<file path="src/rtl/ddp_pkg.sv">
`default_nettype none

package ddp_pkg;

    // Field widths
    localparam int CFG_IDX_W  = 2;
    localparam int CFG_DATA_W = 16;
    localparam int SPEED_W    = 24;
    localparam int WDOG_W     = 16;
    localparam int DUTY_W     = 7;

    // Shared multiplier: 25x17 signed, full product
    localparam int MUL_A_W = 25;
    localparam int MUL_B_W = 17;
    localparam int PROD_W  = MUL_A_W + MUL_B_W;

    // Register indexes
    localparam logic [CFG_IDX_W-1:0] CFG_HALF_WHEELBASE   = 2'd0;
    localparam logic [CFG_IDX_W-1:0] CFG_INV_WHEEL_RADIUS = 2'd1;
    localparam logic [CFG_IDX_W-1:0] CFG_DUTY_SCALE       = 2'd2;
    localparam logic [CFG_IDX_W-1:0] CFG_TIMEOUT_TICKS    = 2'd3;

    // Register reset values
    localparam logic [CFG_DATA_W-1:0] HALF_WHEELBASE_RST   = 16'd6554;
    localparam logic [CFG_DATA_W-1:0] INV_WHEEL_RADIUS_RST = 16'd7314;
    localparam logic [CFG_DATA_W-1:0] DUTY_SCALE_RST       = 16'd20860;
    localparam logic [CFG_DATA_W-1:0] TIMEOUT_TICKS_RST    = 16'd1000;

    // Request opcodes
    localparam logic OP_TICK    = 1'b0;
    localparam logic OP_COMMAND = 1'b1;

    // Result kinds
    localparam logic KIND_DRIVE = 1'b0;
    localparam logic KIND_REPLY = 1'b1;

    localparam logic [DUTY_W-1:0] DUTY_MAX = 7'd100;
    localparam logic [WDOG_W-1:0] WDOG_SAT = 16'hFFFF;

    // Multiplier operand select codes
    localparam logic [2:0] MS_TERM  = 3'd0;  // angular * half wheelbase
    localparam logic [2:0] MS_DIFF_L = 3'd1; // (lin - term) * inv radius
    localparam logic [2:0] MS_DIFF_R = 3'd2; // (lin + term) * inv radius
    localparam logic [2:0] MS_MAG_L = 3'd3;  // |left target| * duty scale
    localparam logic [2:0] MS_MAG_R = 3'd4;  // |right target| * duty scale

    typedef struct packed {
        logic               op;
        logic               enable;
        logic signed [15:0] fwd_speed;
        logic signed [15:0] turn_rate;
        logic [31:0]        seq;
    } ddp_in_t;

    typedef struct packed {
        logic              reply_kind;
        logic              accepted;
        logic [31:0]       seq_echo;
        logic              left_forward;
        logic [DUTY_W-1:0] left_duty;
        logic              right_forward;
        logic [DUTY_W-1:0] right_duty;
    } ddp_out_t;

    // Controller to datapath commands
    typedef struct packed {
        logic       take;
        logic       mul_en;
        logic [2:0] mul_src;
        logic       wr_left;
        logic       wr_right;
        logic       wr_duty_l;
        logic       wr_duty_r;
        logic       wdog_tick;
        logic       wdog_clear;
        logic       load_out;
    } ddp_ctrl_t;

    // Datapath to controller status
    typedef struct packed {
        logic req_valid;
        logic req_op;
        logic req_enable;
        logic out_free;
    } ddp_stat_t;

endpackage

`default_nettype wire

</file>
<file path="src/rtl/ddp_stream_if.sv">
`default_nettype none

interface ddp_stream_if #(
    parameter type payload_t = logic
);
    logic     valid;
    logic     ready;
    payload_t payload;

    modport source (output valid, output payload, input ready);
    modport sink   (input valid, input payload, output ready);
endinterface

`default_nettype wire

</file>
<file path="src/rtl/ddp_ctrl.sv">
`default_nettype none

module ddp_ctrl
    import ddp_pkg::*;
(
    input  wire logic      clk,
    input  wire logic      rst_n,
    input  wire ddp_stat_t stat,
    output ddp_ctrl_t      ctrl
);

    localparam logic [3:0] ST_IDLE    = 4'd0;
    localparam logic [3:0] ST_TERM    = 4'd1;
    localparam logic [3:0] ST_LEFT    = 4'd2;
    localparam logic [3:0] ST_RIGHT   = 4'd3;
    localparam logic [3:0] ST_RCOMMIT = 4'd4;
    localparam logic [3:0] ST_WDOG    = 4'd5;
    localparam logic [3:0] ST_DUTY_L  = 4'd6;
    localparam logic [3:0] ST_DUTY_R  = 4'd7;
    localparam logic [3:0] ST_DCOMMIT = 4'd8;
    localparam logic [3:0] ST_REPLY   = 4'd9;

    logic [3:0] state_reg;
    logic [3:0] state_next;

    // State register
    always_ff @(posedge clk or negedge rst_n)
    begin
        if (!rst_n)
        begin
            state_reg <= ST_IDLE;
        end
        else
        begin
            state_reg <= state_next;
        end
    end

    // Sequencing and datapath commands
    always_comb
    begin
        state_next = state_reg;
        ctrl       = '0;
        ctrl.mul_src = MS_TERM;
        case (state_reg)
            ST_IDLE:
            begin
                ctrl.take = 1'b1;
                if (stat.req_valid)
                begin
                    if (stat.req_op == OP_TICK)
                    begin
                        state_next = ST_WDOG;
                    end
                    else if (stat.req_enable)
                    begin
                        state_next = ST_TERM;
                    end
                    else
                    begin
                        state_next = ST_REPLY;
                    end
                end
            end
            ST_TERM:
            begin
                ctrl.mul_en  = 1'b1;
                ctrl.mul_src = MS_TERM;
                state_next   = ST_LEFT;
            end
            ST_LEFT:
            begin
                ctrl.mul_en  = 1'b1;
                ctrl.mul_src = MS_DIFF_L;
                state_next   = ST_RIGHT;
            end
            ST_RIGHT:
            begin
                ctrl.wr_left = 1'b1;
                ctrl.mul_en  = 1'b1;
                ctrl.mul_src = MS_DIFF_R;
                state_next   = ST_RCOMMIT;
            end
            ST_RCOMMIT:
            begin
                ctrl.wr_right   = 1'b1;
                ctrl.wdog_clear = 1'b1;
                state_next      = ST_REPLY;
            end
            ST_WDOG:
            begin
                ctrl.wdog_tick = 1'b1;
                state_next     = ST_DUTY_L;
            end
            ST_DUTY_L:
            begin
                ctrl.mul_en  = 1'b1;
                ctrl.mul_src = MS_MAG_L;
                state_next   = ST_DUTY_R;
            end
            ST_DUTY_R:
            begin
                ctrl.wr_duty_l = 1'b1;
                ctrl.mul_en    = 1'b1;
                ctrl.mul_src   = MS_MAG_R;
                state_next     = ST_DCOMMIT;
            end
            ST_DCOMMIT:
            begin
                ctrl.wr_duty_r = 1'b1;
                state_next     = ST_REPLY;
            end
            ST_REPLY:
            begin
                // wait for the output register to free up
                if (stat.out_free)
                begin
                    ctrl.load_out = 1'b1;
                    state_next    = ST_IDLE;
                end
            end
            default:
            begin
                state_next = ST_IDLE;
            end
        endcase
    end

endmodule

`default_nettype wire

</file>
<file path="src/rtl/ddp_datapath.sv">
`default_nettype none

module ddp_datapath
    import ddp_pkg::*;
(
    input  wire logic                  clk,
    input  wire logic                  rst_n,
    ddp_stream_if.sink                 req,
    ddp_stream_if.source               rsp,
    input  wire logic                  cfg_we,
    input  wire logic [CFG_IDX_W-1:0]  cfg_index,
    input  wire logic [CFG_DATA_W-1:0] cfg_data,
    input  wire ddp_ctrl_t             ctrl,
    output ddp_stat_t                  stat
);

    // Saturate a product shifted right by 8 to the signed speed range
    function automatic logic [SPEED_W-1:0] sat_speed(input logic [PROD_W-1:0] p);
        logic [PROD_W-9:0] s;
        logic [SPEED_W-1:0] r;
        s = p[PROD_W-1:8];
        if ((&s[PROD_W-9:SPEED_W-1]) || !(|s[PROD_W-9:SPEED_W-1]))
        begin
            r = s[SPEED_W-1:0];
        end
        else if (s[PROD_W-9])
        begin
            r = {1'b1, {(SPEED_W-1){1'b0}}};
        end
        else
        begin
            r = {1'b0, {(SPEED_W-1){1'b1}}};
        end
        return r;
    endfunction

    // Duty = min(100, product >> 28)
    function automatic logic [DUTY_W-1:0] clamp_duty(input logic [PROD_W-1:0] p);
        logic [PROD_W-29:0] q;
        logic [DUTY_W-1:0]  r;
        q = p[PROD_W-1:28];
        if (q > {{(PROD_W-28-DUTY_W){1'b0}}, DUTY_MAX})
        begin
            r = DUTY_MAX;
        end
        else
        begin
            r = q[DUTY_W-1:0];
        end
        return r;
    endfunction

    // Configuration registers
    logic [CFG_DATA_W-1:0] hwb_reg;
    logic [CFG_DATA_W-1:0] inv_reg;
    logic [CFG_DATA_W-1:0] dscale_reg;
    logic [CFG_DATA_W-1:0] tmo_reg;

    // Control state
    logic [SPEED_W-1:0] left_target_reg;
    logic [SPEED_W-1:0] right_target_reg;
    logic [WDOG_W-1:0]  wdog_reg;
    logic               out_valid_reg;

    // Payload registers
    logic               op_reg;
    logic               en_reg;
    logic signed [15:0] lin_reg;
    logic signed [15:0] ang_reg;
    logic [31:0]        seq_reg;
    logic [PROD_W-1:0]  prod_reg;
    logic signed [17:0] diff_r_reg;
    logic [DUTY_W-1:0]  duty_l_reg;
    logic [DUTY_W-1:0]  duty_r_reg;
    ddp_out_t           out_reg;
    ddp_out_t           out_next;

    logic                      accept;
    logic                      timed_out;
    logic signed [16:0]        term;
    logic signed [17:0]        diff_l;
    logic signed [17:0]        diff_r;
    logic [SPEED_W-1:0]        mag_l;
    logic [SPEED_W-1:0]        mag_r;
    logic signed [MUL_A_W-1:0] mul_a;
    logic signed [MUL_B_W-1:0] mul_b;
    logic signed [PROD_W-1:0]  mul_p;

    assign accept = req.valid && ctrl.take;

    assign req.ready     = ctrl.take;
    assign rsp.valid     = out_valid_reg;
    assign rsp.payload   = out_reg;

    assign stat.req_valid  = req.valid;
    assign stat.req_op     = req.payload.op;
    assign stat.req_enable = req.payload.enable;
    assign stat.out_free   = !out_valid_reg || rsp.ready;

    // Wheel speed differences from the term product
    assign term   = prod_reg[32:16];
    assign diff_l = {{2{lin_reg[15]}}, lin_reg} - {term[16], term};
    assign diff_r = {{2{lin_reg[15]}}, lin_reg} + {term[16], term};

    // Target magnitudes; the most negative value maps to 2^23
    assign mag_l = left_target_reg[SPEED_W-1]  ? (~left_target_reg + 1'b1)  : left_target_reg;
    assign mag_r = right_target_reg[SPEED_W-1] ? (~right_target_reg + 1'b1) : right_target_reg;

    // Shared multiplier operand select
    always_comb
    begin
        case (ctrl.mul_src)
            MS_TERM:
            begin
                mul_a = {{(MUL_A_W-16){ang_reg[15]}}, ang_reg};
                mul_b = {1'b0, hwb_reg};
            end
            MS_DIFF_L:
            begin
                mul_a = {{(MUL_A_W-18){diff_l[17]}}, diff_l};
                mul_b = {1'b0, inv_reg};
            end
            MS_DIFF_R:
            begin
                mul_a = {{(MUL_A_W-18){diff_r_reg[17]}}, diff_r_reg};
                mul_b = {1'b0, inv_reg};
            end
            MS_MAG_L:
            begin
                mul_a = {1'b0, mag_l};
                mul_b = {1'b0, dscale_reg};
            end
            MS_MAG_R:
            begin
                mul_a = {1'b0, mag_r};
                mul_b = {1'b0, dscale_reg};
            end
            default:
            begin
                mul_a = '0;
                mul_b = '0;
            end
        endcase
    end

    assign mul_p = mul_a * mul_b;

    assign timed_out = !en_reg || (wdog_reg >= tmo_reg);

    // Result assembly
    always_comb
    begin
        out_next = '0;
        if (op_reg == OP_COMMAND)
        begin
            out_next.reply_kind = KIND_REPLY;
            out_next.accepted   = en_reg;
            out_next.seq_echo   = seq_reg;
        end
        else
        begin
            out_next.reply_kind    = KIND_DRIVE;
            out_next.left_forward  = ~left_target_reg[SPEED_W-1];
            out_next.left_duty     = duty_l_reg;
            out_next.right_forward = ~right_target_reg[SPEED_W-1];
            out_next.right_duty    = duty_r_reg;
        end
    end

    // Configuration writes
    always_ff @(posedge clk or negedge rst_n)
    begin
        if (!rst_n)
        begin
            hwb_reg    <= HALF_WHEELBASE_RST;
            inv_reg    <= INV_WHEEL_RADIUS_RST;
            dscale_reg <= DUTY_SCALE_RST;
            tmo_reg    <= TIMEOUT_TICKS_RST;
        end
        else if (cfg_we)
        begin
            case (cfg_index)
                CFG_HALF_WHEELBASE:   hwb_reg    <= cfg_data;
                CFG_INV_WHEEL_RADIUS: inv_reg    <= cfg_data;
                CFG_DUTY_SCALE:       dscale_reg <= cfg_data;
                CFG_TIMEOUT_TICKS:    tmo_reg    <= cfg_data;
                default:
                begin
                end
            endcase
        end
    end

    // Wheel targets and watchdog
    always_ff @(posedge clk or negedge rst_n)
    begin
        if (!rst_n)
        begin
            left_target_reg  <= '0;
            right_target_reg <= '0;
            wdog_reg         <= WDOG_SAT;
        end
        else
        begin
            if (ctrl.wdog_tick)
            begin
                if (timed_out)
                begin
                    left_target_reg  <= '0;
                    right_target_reg <= '0;
                end
                if (wdog_reg != WDOG_SAT)
                begin
                    wdog_reg <= wdog_reg + 1'b1;
                end
            end
            if (ctrl.wr_left)
            begin
                left_target_reg <= sat_speed(prod_reg);
            end
            if (ctrl.wr_right)
            begin
                right_target_reg <= sat_speed(prod_reg);
            end
            if (ctrl.wdog_clear)
            begin
                wdog_reg <= '0;
            end
        end
    end

    // Output valid
    always_ff @(posedge clk or negedge rst_n)
    begin
        if (!rst_n)
        begin
            out_valid_reg <= 1'b0;
        end
        else if (ctrl.load_out)
        begin
            out_valid_reg <= 1'b1;
        end
        else if (rsp.ready)
        begin
            out_valid_reg <= 1'b0;
        end
    end

    // Request capture, product and intermediate results
    always_ff @(posedge clk)
    begin
        if (accept)
        begin
            op_reg  <= req.payload.op;
            en_reg  <= req.payload.enable;
            lin_reg <= req.payload.fwd_speed;
            ang_reg <= req.payload.turn_rate;
            seq_reg <= req.payload.seq;
        end
        if (ctrl.mul_en)
        begin
            prod_reg <= mul_p;
        end
        if (ctrl.mul_src == MS_DIFF_L)
        begin
            diff_r_reg <= diff_r;
        end
        if (ctrl.wr_duty_l)
        begin
            duty_l_reg <= clamp_duty(prod_reg);
        end
        if (ctrl.wr_duty_r)
        begin
            duty_r_reg <= clamp_duty(prod_reg);
        end
        if (ctrl.load_out)
        begin
            out_reg <= out_next;
        end
    end

endmodule

`default_nettype wire

</file>
<file path="src/rtl/diff_drive_command_to_pwm.sv">
// Differential drive command to motor PWM.
// Request channel (req): op = 1 carries a velocity command (linear and
// angular velocity, sequence number), op = 0 is a control tick. Every
// request gives exactly one result on the result channel (rsp): a command
// reply with accepted and seq_echo, or a tick result with direction and a
// 0..100 duty for each motor.
// Requests are taken one at a time on a single shared 25x17 multiplier.
// An enabled command runs three multiplies (turn term, left, right) and a
// tick runs two (left and right duty); a rejected command (enable low)
// runs none. The result is registered from the reply state, which waits
// until the output register is free, and only then is a new request taken.
// The result sits in an output register; if the receiver stalls, the block
// finishes the next request and holds it until the register is taken.
// Reset restores the register defaults, zeroes both wheel targets and sets
// the watchdog to timed out, so ticks give zero duty until a command lands.
// Configuration writes (cfg_we, cfg_index, cfg_data) take effect at once;
// the user makes them while the block is idle; the block does not check.
`default_nettype none

module diff_drive_command_to_pwm
    import ddp_pkg::*;
(
    input  wire logic                  clk,
    input  wire logic                  rst_n,
    ddp_stream_if.sink                 req,
    ddp_stream_if.source               rsp,
    input  wire logic                  cfg_we,
    input  wire logic [CFG_IDX_W-1:0]  cfg_index,
    input  wire logic [CFG_DATA_W-1:0] cfg_data
);

    ddp_ctrl_t ctrl;
    ddp_stat_t stat;

    // Sequencer
    ddp_ctrl u_ctrl (
        .clk   (clk),
        .rst_n (rst_n),
        .stat  (stat),
        .ctrl  (ctrl)
    );

    // Arithmetic, state and channel registers
    ddp_datapath u_datapath (
        .clk       (clk),
        .rst_n     (rst_n),
        .req       (req),
        .rsp       (rsp),
        .cfg_we    (cfg_we),
        .cfg_index (cfg_index),
        .cfg_data  (cfg_data),
        .ctrl      (ctrl),
        .stat      (stat)
    );

endmodule

`default_nettype wire

</file>
<file path="src/flat_wrapper.sv">
// flat-port wrapper written by rule: the top's interface ports become plain ports
module diff_drive_command_to_pwm_flat import ddp_pkg::*;
  (clk, rst_n, cfg_we, cfg_index, cfg_data, req_valid, req_payload, req_ready, rsp_valid, rsp_payload, rsp_ready);
  ddp_stream_if #(.payload_t(ddp_in_t)) req_i ();
  ddp_stream_if #(.payload_t(ddp_out_t)) rsp_i ();
  input  wire logic clk;
  input  wire logic rst_n;
  input  wire logic cfg_we;
  input  wire logic [CFG_IDX_W-1:0] cfg_index;
  input  wire logic [CFG_DATA_W-1:0] cfg_data;
  input wire logic [$bits(req_i.valid)-1:0] req_valid;
  input wire logic [$bits(req_i.payload)-1:0] req_payload;
  output wire logic [$bits(req_i.ready)-1:0] req_ready;
  output wire logic [$bits(rsp_i.valid)-1:0] rsp_valid;
  output wire logic [$bits(rsp_i.payload)-1:0] rsp_payload;
  input wire logic [$bits(rsp_i.ready)-1:0] rsp_ready;
  assign req_i.valid = req_valid;
  assign req_i.payload = req_payload;
  assign req_ready = req_i.ready;
  assign rsp_valid = rsp_i.valid;
  assign rsp_payload = rsp_i.payload;
  assign rsp_i.ready = rsp_ready;
  diff_drive_command_to_pwm u_core (.clk(clk), .rst_n(rst_n), .req(req_i), .rsp(rsp_i), .cfg_we(cfg_we), .cfg_index(cfg_index), .cfg_data(cfg_data));
endmodule
</file>
<file path="config.mk">
export PLATFORM = sky130hd
export DESIGN_NAME = diff_drive_command_to_pwm_flat
export DESIGN_NICKNAME = d
export VERILOG_FILES = /design/src/rtl/ddp_pkg.sv /design/src/rtl/ddp_stream_if.sv /design/src/rtl/ddp_ctrl.sv /design/src/rtl/ddp_datapath.sv /design/src/rtl/diff_drive_command_to_pwm.sv /design/src/flat_wrapper.sv
export SDC_FILE = /design/constraint.sdc
export NUM_CORES = 2
export LEC_CHECK = 0
export ABC_AREA = 1
export BUFFER_PORTS_ARGS = -buffer_cell sky130_fd_sc_hd__buf_2
export CORE_ASPECT_RATIO = 1.25
export CORE_MARGIN = 2
export CORE_UTILIZATION = 45
export DETAILED_ROUTE_END_ITERATION = 6
export PLACE_DENSITY = 0.64
export SKIP_LAST_GASP = 1
export SLEW_MARGIN = 10
export SYNTH_ARGS = -nofsm -noshare
export SYNTH_HDL_FRONTEND = slang
export SYNTH_SLANG_ARGS = --single-unit
</file>
<file path="constraint.sdc">
create_clock -name clk -period 19.3 [get_ports clk]
set_input_delay 2.895 -clock clk [delete_from_list [all_inputs] [get_ports clk]]
set_output_delay 2.895 -clock clk [all_outputs]
set_load 0.01 [all_outputs]
</file>
==> out/summary.txt <==
WP buf/inv = 8
final slew viol count = 0
WHS Path Cells = 2
routed len/inst = 20.1 um
Post-CTS Hold Fix Bufs = 0
PostCTS Resize Cnt = 0
Fillers = 6970
Max Cap Viol = 0
drt first pass iters = 7
Post-CTS Setup Repair Bufs = 0
sequential element share of the synthesized area = 27.8%
clock transition at the registers of the reported paths = 0.07 ns
Clock Sinks = 315
Root Buffer = clkbuf_16
DR iter-0 viols = 2234
Post-DP Area = 33400 um2
first-pass GRT wire length = 155 mm
Yosys reg bits = 315
chip width = 242 um
Fmax = 118 MHz
vias in the first global route = 26669
Placer Congestion = 0.995
DRC errors left = 8
fin crit share = 43.8%
DR vias = 26206
row count = 109
pin count of the biggest net entering global routing = 73
Clock Tree Buf Depth = 3
Core Region = 70400 um2
Post-Syn Area per Cell = 8.22 um2
Worst Path Max Fanout = 40
Via density = 5.30
Final HPWL DP = 79.4 mm
r2r startpoint = u_core.u_ctrl.state_reg[1]
Largest register FFs = 50
R2R depth = 32
I/O Pins = 141
Hold EP = u_core.u_datapath.inv_reg[15]
slew margin rel. = 25.9%
mapped cell area = 31800 um2
Worst-Margin Slew = 1.11 ns
violated checks = design-rule violations
Die Ht = 301 um
Post-Syn Nets = 4506
Worst Skew = 0.0209 ns
most used cell, CP = nand2_1
area delta synth->final = 8.18%
Post-Synthesis Cells = 3872
antenna violations before repair = 2
Routed WL = 99.5 mm
share of layout cells above drive strength 1 = 8.78%
status = complete, but fails checks
hold crit path type = register to register
crit-path max cell delay = 0.55 ns
PortBufs = 140
reg-to-reg slack, setup = 10.84 ns
WP data arrival = 8.73 ns
FF+latch area = 8850 um2
worst-skew pair later-pin latency = 0.56 ns
starting utilization of the core area = 45.2%
final setup vio count = 0
GR Overflow Total = 0
CP Launch Type = register
full die area = 72900 um2
worst reg2reg endpoint = u_core.u_datapath.prod_reg[24]
critical path class = register to register
Fin Setup TNS = 0 ns
RSZ-0062 raised after global routing = false
fin nets = 4604
crit end category = register
Ys Warns = 0
H-tree depth = 2
Worst path top cell family by delay = adder cells
hold path startpoint = u_core.u_datapath.inv_reg[15]
fin area = 34400 um2
worst path required time = 19.57 ns
CTS tree = built
Crit-path slowest cell = fa_1
Multi-input gate area = 19200 um2
Unique masters post-synth = 62
min Tclk post-route = 8.46 ns
number of antenna-violating nets in the routed design = 0
Final Hold Viols = 0
CTS Buf Count = 34
total track usage = 27.9%
layer usage:
| metal | global-route usage (%) | part of all wire (%) | wire, um |
|---|---|---|---|
| met1 | 32.0 | 36 | 36300 |
| met3 | 3.60 | 6.3 | 6270 |
| met5 | 0 | 0 | 0 |
| met2 | 48.1 | 49 | 48300 |
| met4 | 20.5 | 8.7 | 8630 |
stage by stage:
step,hold WS [ns],setup slack [ns],util [%],std cells
2_1_floorplan,0.453,12.54,-,3872
3_3_place_gp,0.467,10.91,47.4,4877
3_5_place_dp,0.474,10.94,47.4,4877
4_1_cts,0.490,10.93,48.9,4939
5_1_grt,0.511,10.48,48.9,4940
6_report,0.487,10.84,48.9,4940
final cells by class:
| class | count | share of cell area, % |
|---|---|---|
| Antenna cell | 1 | 0.00727 |
| Timing Repair Buffer | 168 | 2.66 |
| Clock inverter | 16 | 0.418 |
| Inverter | 848 | 9.27 |
| Sequential cell | 315 | 25.7 |
| Tap cell | 943 | 3.43 |
| Multi-Input combinational cell | 2603 | 55.8 |
| Clock buffer | 46 | 2.69 |
synthesized netlist by cell type, drive strengths merged:
cell / instances / area [um2]
edfxtp: 182 / 5470
nand2b: 2 / 12.5
a32o: 1 / 10.0
a21boi: 1 / 7.51
o21ai: 132 / 661
nor2: 417 / 1700
inv: 846 / 3190
nand3b: 11 / 82.6
o21bai: 11 / 82.6
a21oi: 101 / 513
a211oi: 1 / 7.51
a221oi: 8 / 159
o22a: 1 / 8.76
clkinv: 2 / 7.51
buf: 67 / 423
nor2b: 2 / 12.5
clkbuf: 39 / 159
a41oi: 1 / 8.76
fa: 391 / 7830
a22o: 11 / 96.3
o31ai: 9 / 67.6
xor2: 32 / 280
nand4: 49 / 325
dfrtp: 90 / 2250
xnor2: 12 / 105
ha: 154 / 1930
nor3: 28 / 178
nand3: 272 / 1370
o2111ai: 1 / 8.76
nand2: 926 / 3550
nor4: 3 / 18.8
a31oi: 4 / 25.0
or2: 2 / 12.5
o221ai: 1 / 8.76
a31o: 3 / 26.3
a21o: 7 / 52.6
and2: 1 / 6.26
o211ai: 5 / 37.5
dfstp: 43 / 1130
o21a: 3 / 22.5
cells by family (layout without fill, tap and decap cells):
kind of cell,Yosys count,in the layout,synth area share [%]
other cells,0,1,0
fa+ha+maj,545,545,30.6
buf+inv,954,1078,11.9
compound gates,301,301,5.66
xor+xnor,44,44,1.21
flops,315,315,27.8
simple gates,1713,1713,22.8
cells in the final DEF (no fill, tap or decap), types with 9 or more instances in the layout:
cell / Yosys / final
a21oi_1: 99 / 99
a22o_1: 11 / 11
buf_2: 38 / 139
buf_4: 9 / 28
clkbuf_1: 36 / 9
clkbuf_16: 0 / 34
dfrtp_1: 90 / 90
dfstp_2: 43 / 43
edfxtp_1: 182 / 182
fa_1: 391 / 391
ha_1: 154 / 154
inv_1: 822 / 822
inv_2: 22 / 22
nand2_1: 913 / 913
nand3_1: 270 / 270
nand3b_1: 11 / 11
nand4_1: 46 / 46
nor2_1: 392 / 390
nor2_2: 13 / 13
nor2_4: 11 / 13
nor3_1: 23 / 23
o21ai_0: 130 / 130
o21bai_1: 11 / 11
o31ai_1: 9 / 9
xnor2_1: 12 / 12
xor2_1: 32 / 32
how the worst max path moves through the flow:
stage	cells after the start	startpoint	slack, ns	to
after floorplan	31	u_core.u_datapath.lin_reg[7]	12.54	u_core.u_datapath.prod_reg[41]
after global placement	32	u_core.u_ctrl.state_reg[1]	10.91	u_core.u_datapath.prod_reg[24]
after detailed placement	32	u_core.u_ctrl.state_reg[1]	10.94	u_core.u_datapath.prod_reg[24]
after CTS	32	u_core.u_ctrl.state_reg[1]	10.93	u_core.u_datapath.prod_reg[24]
after global routing	32	u_core.u_ctrl.state_reg[1]	10.48	u_core.u_datapath.prod_reg[24]
final	32	u_core.u_ctrl.state_reg[1]	10.84	u_core.u_datapath.prod_reg[24]
tightest hold or removal path, delay by kind of cell (launching register included):
kind / cells / cell delay [ns]
DFF: 1 / 0.34
AOI/OAI and AO/OA: 1 / 0.06
and+or+nand+nor: 1 / 0.05
Power is not shown: default switching activity piles up to over one toggle a cycle in this logic, so the estimate is an artifact.
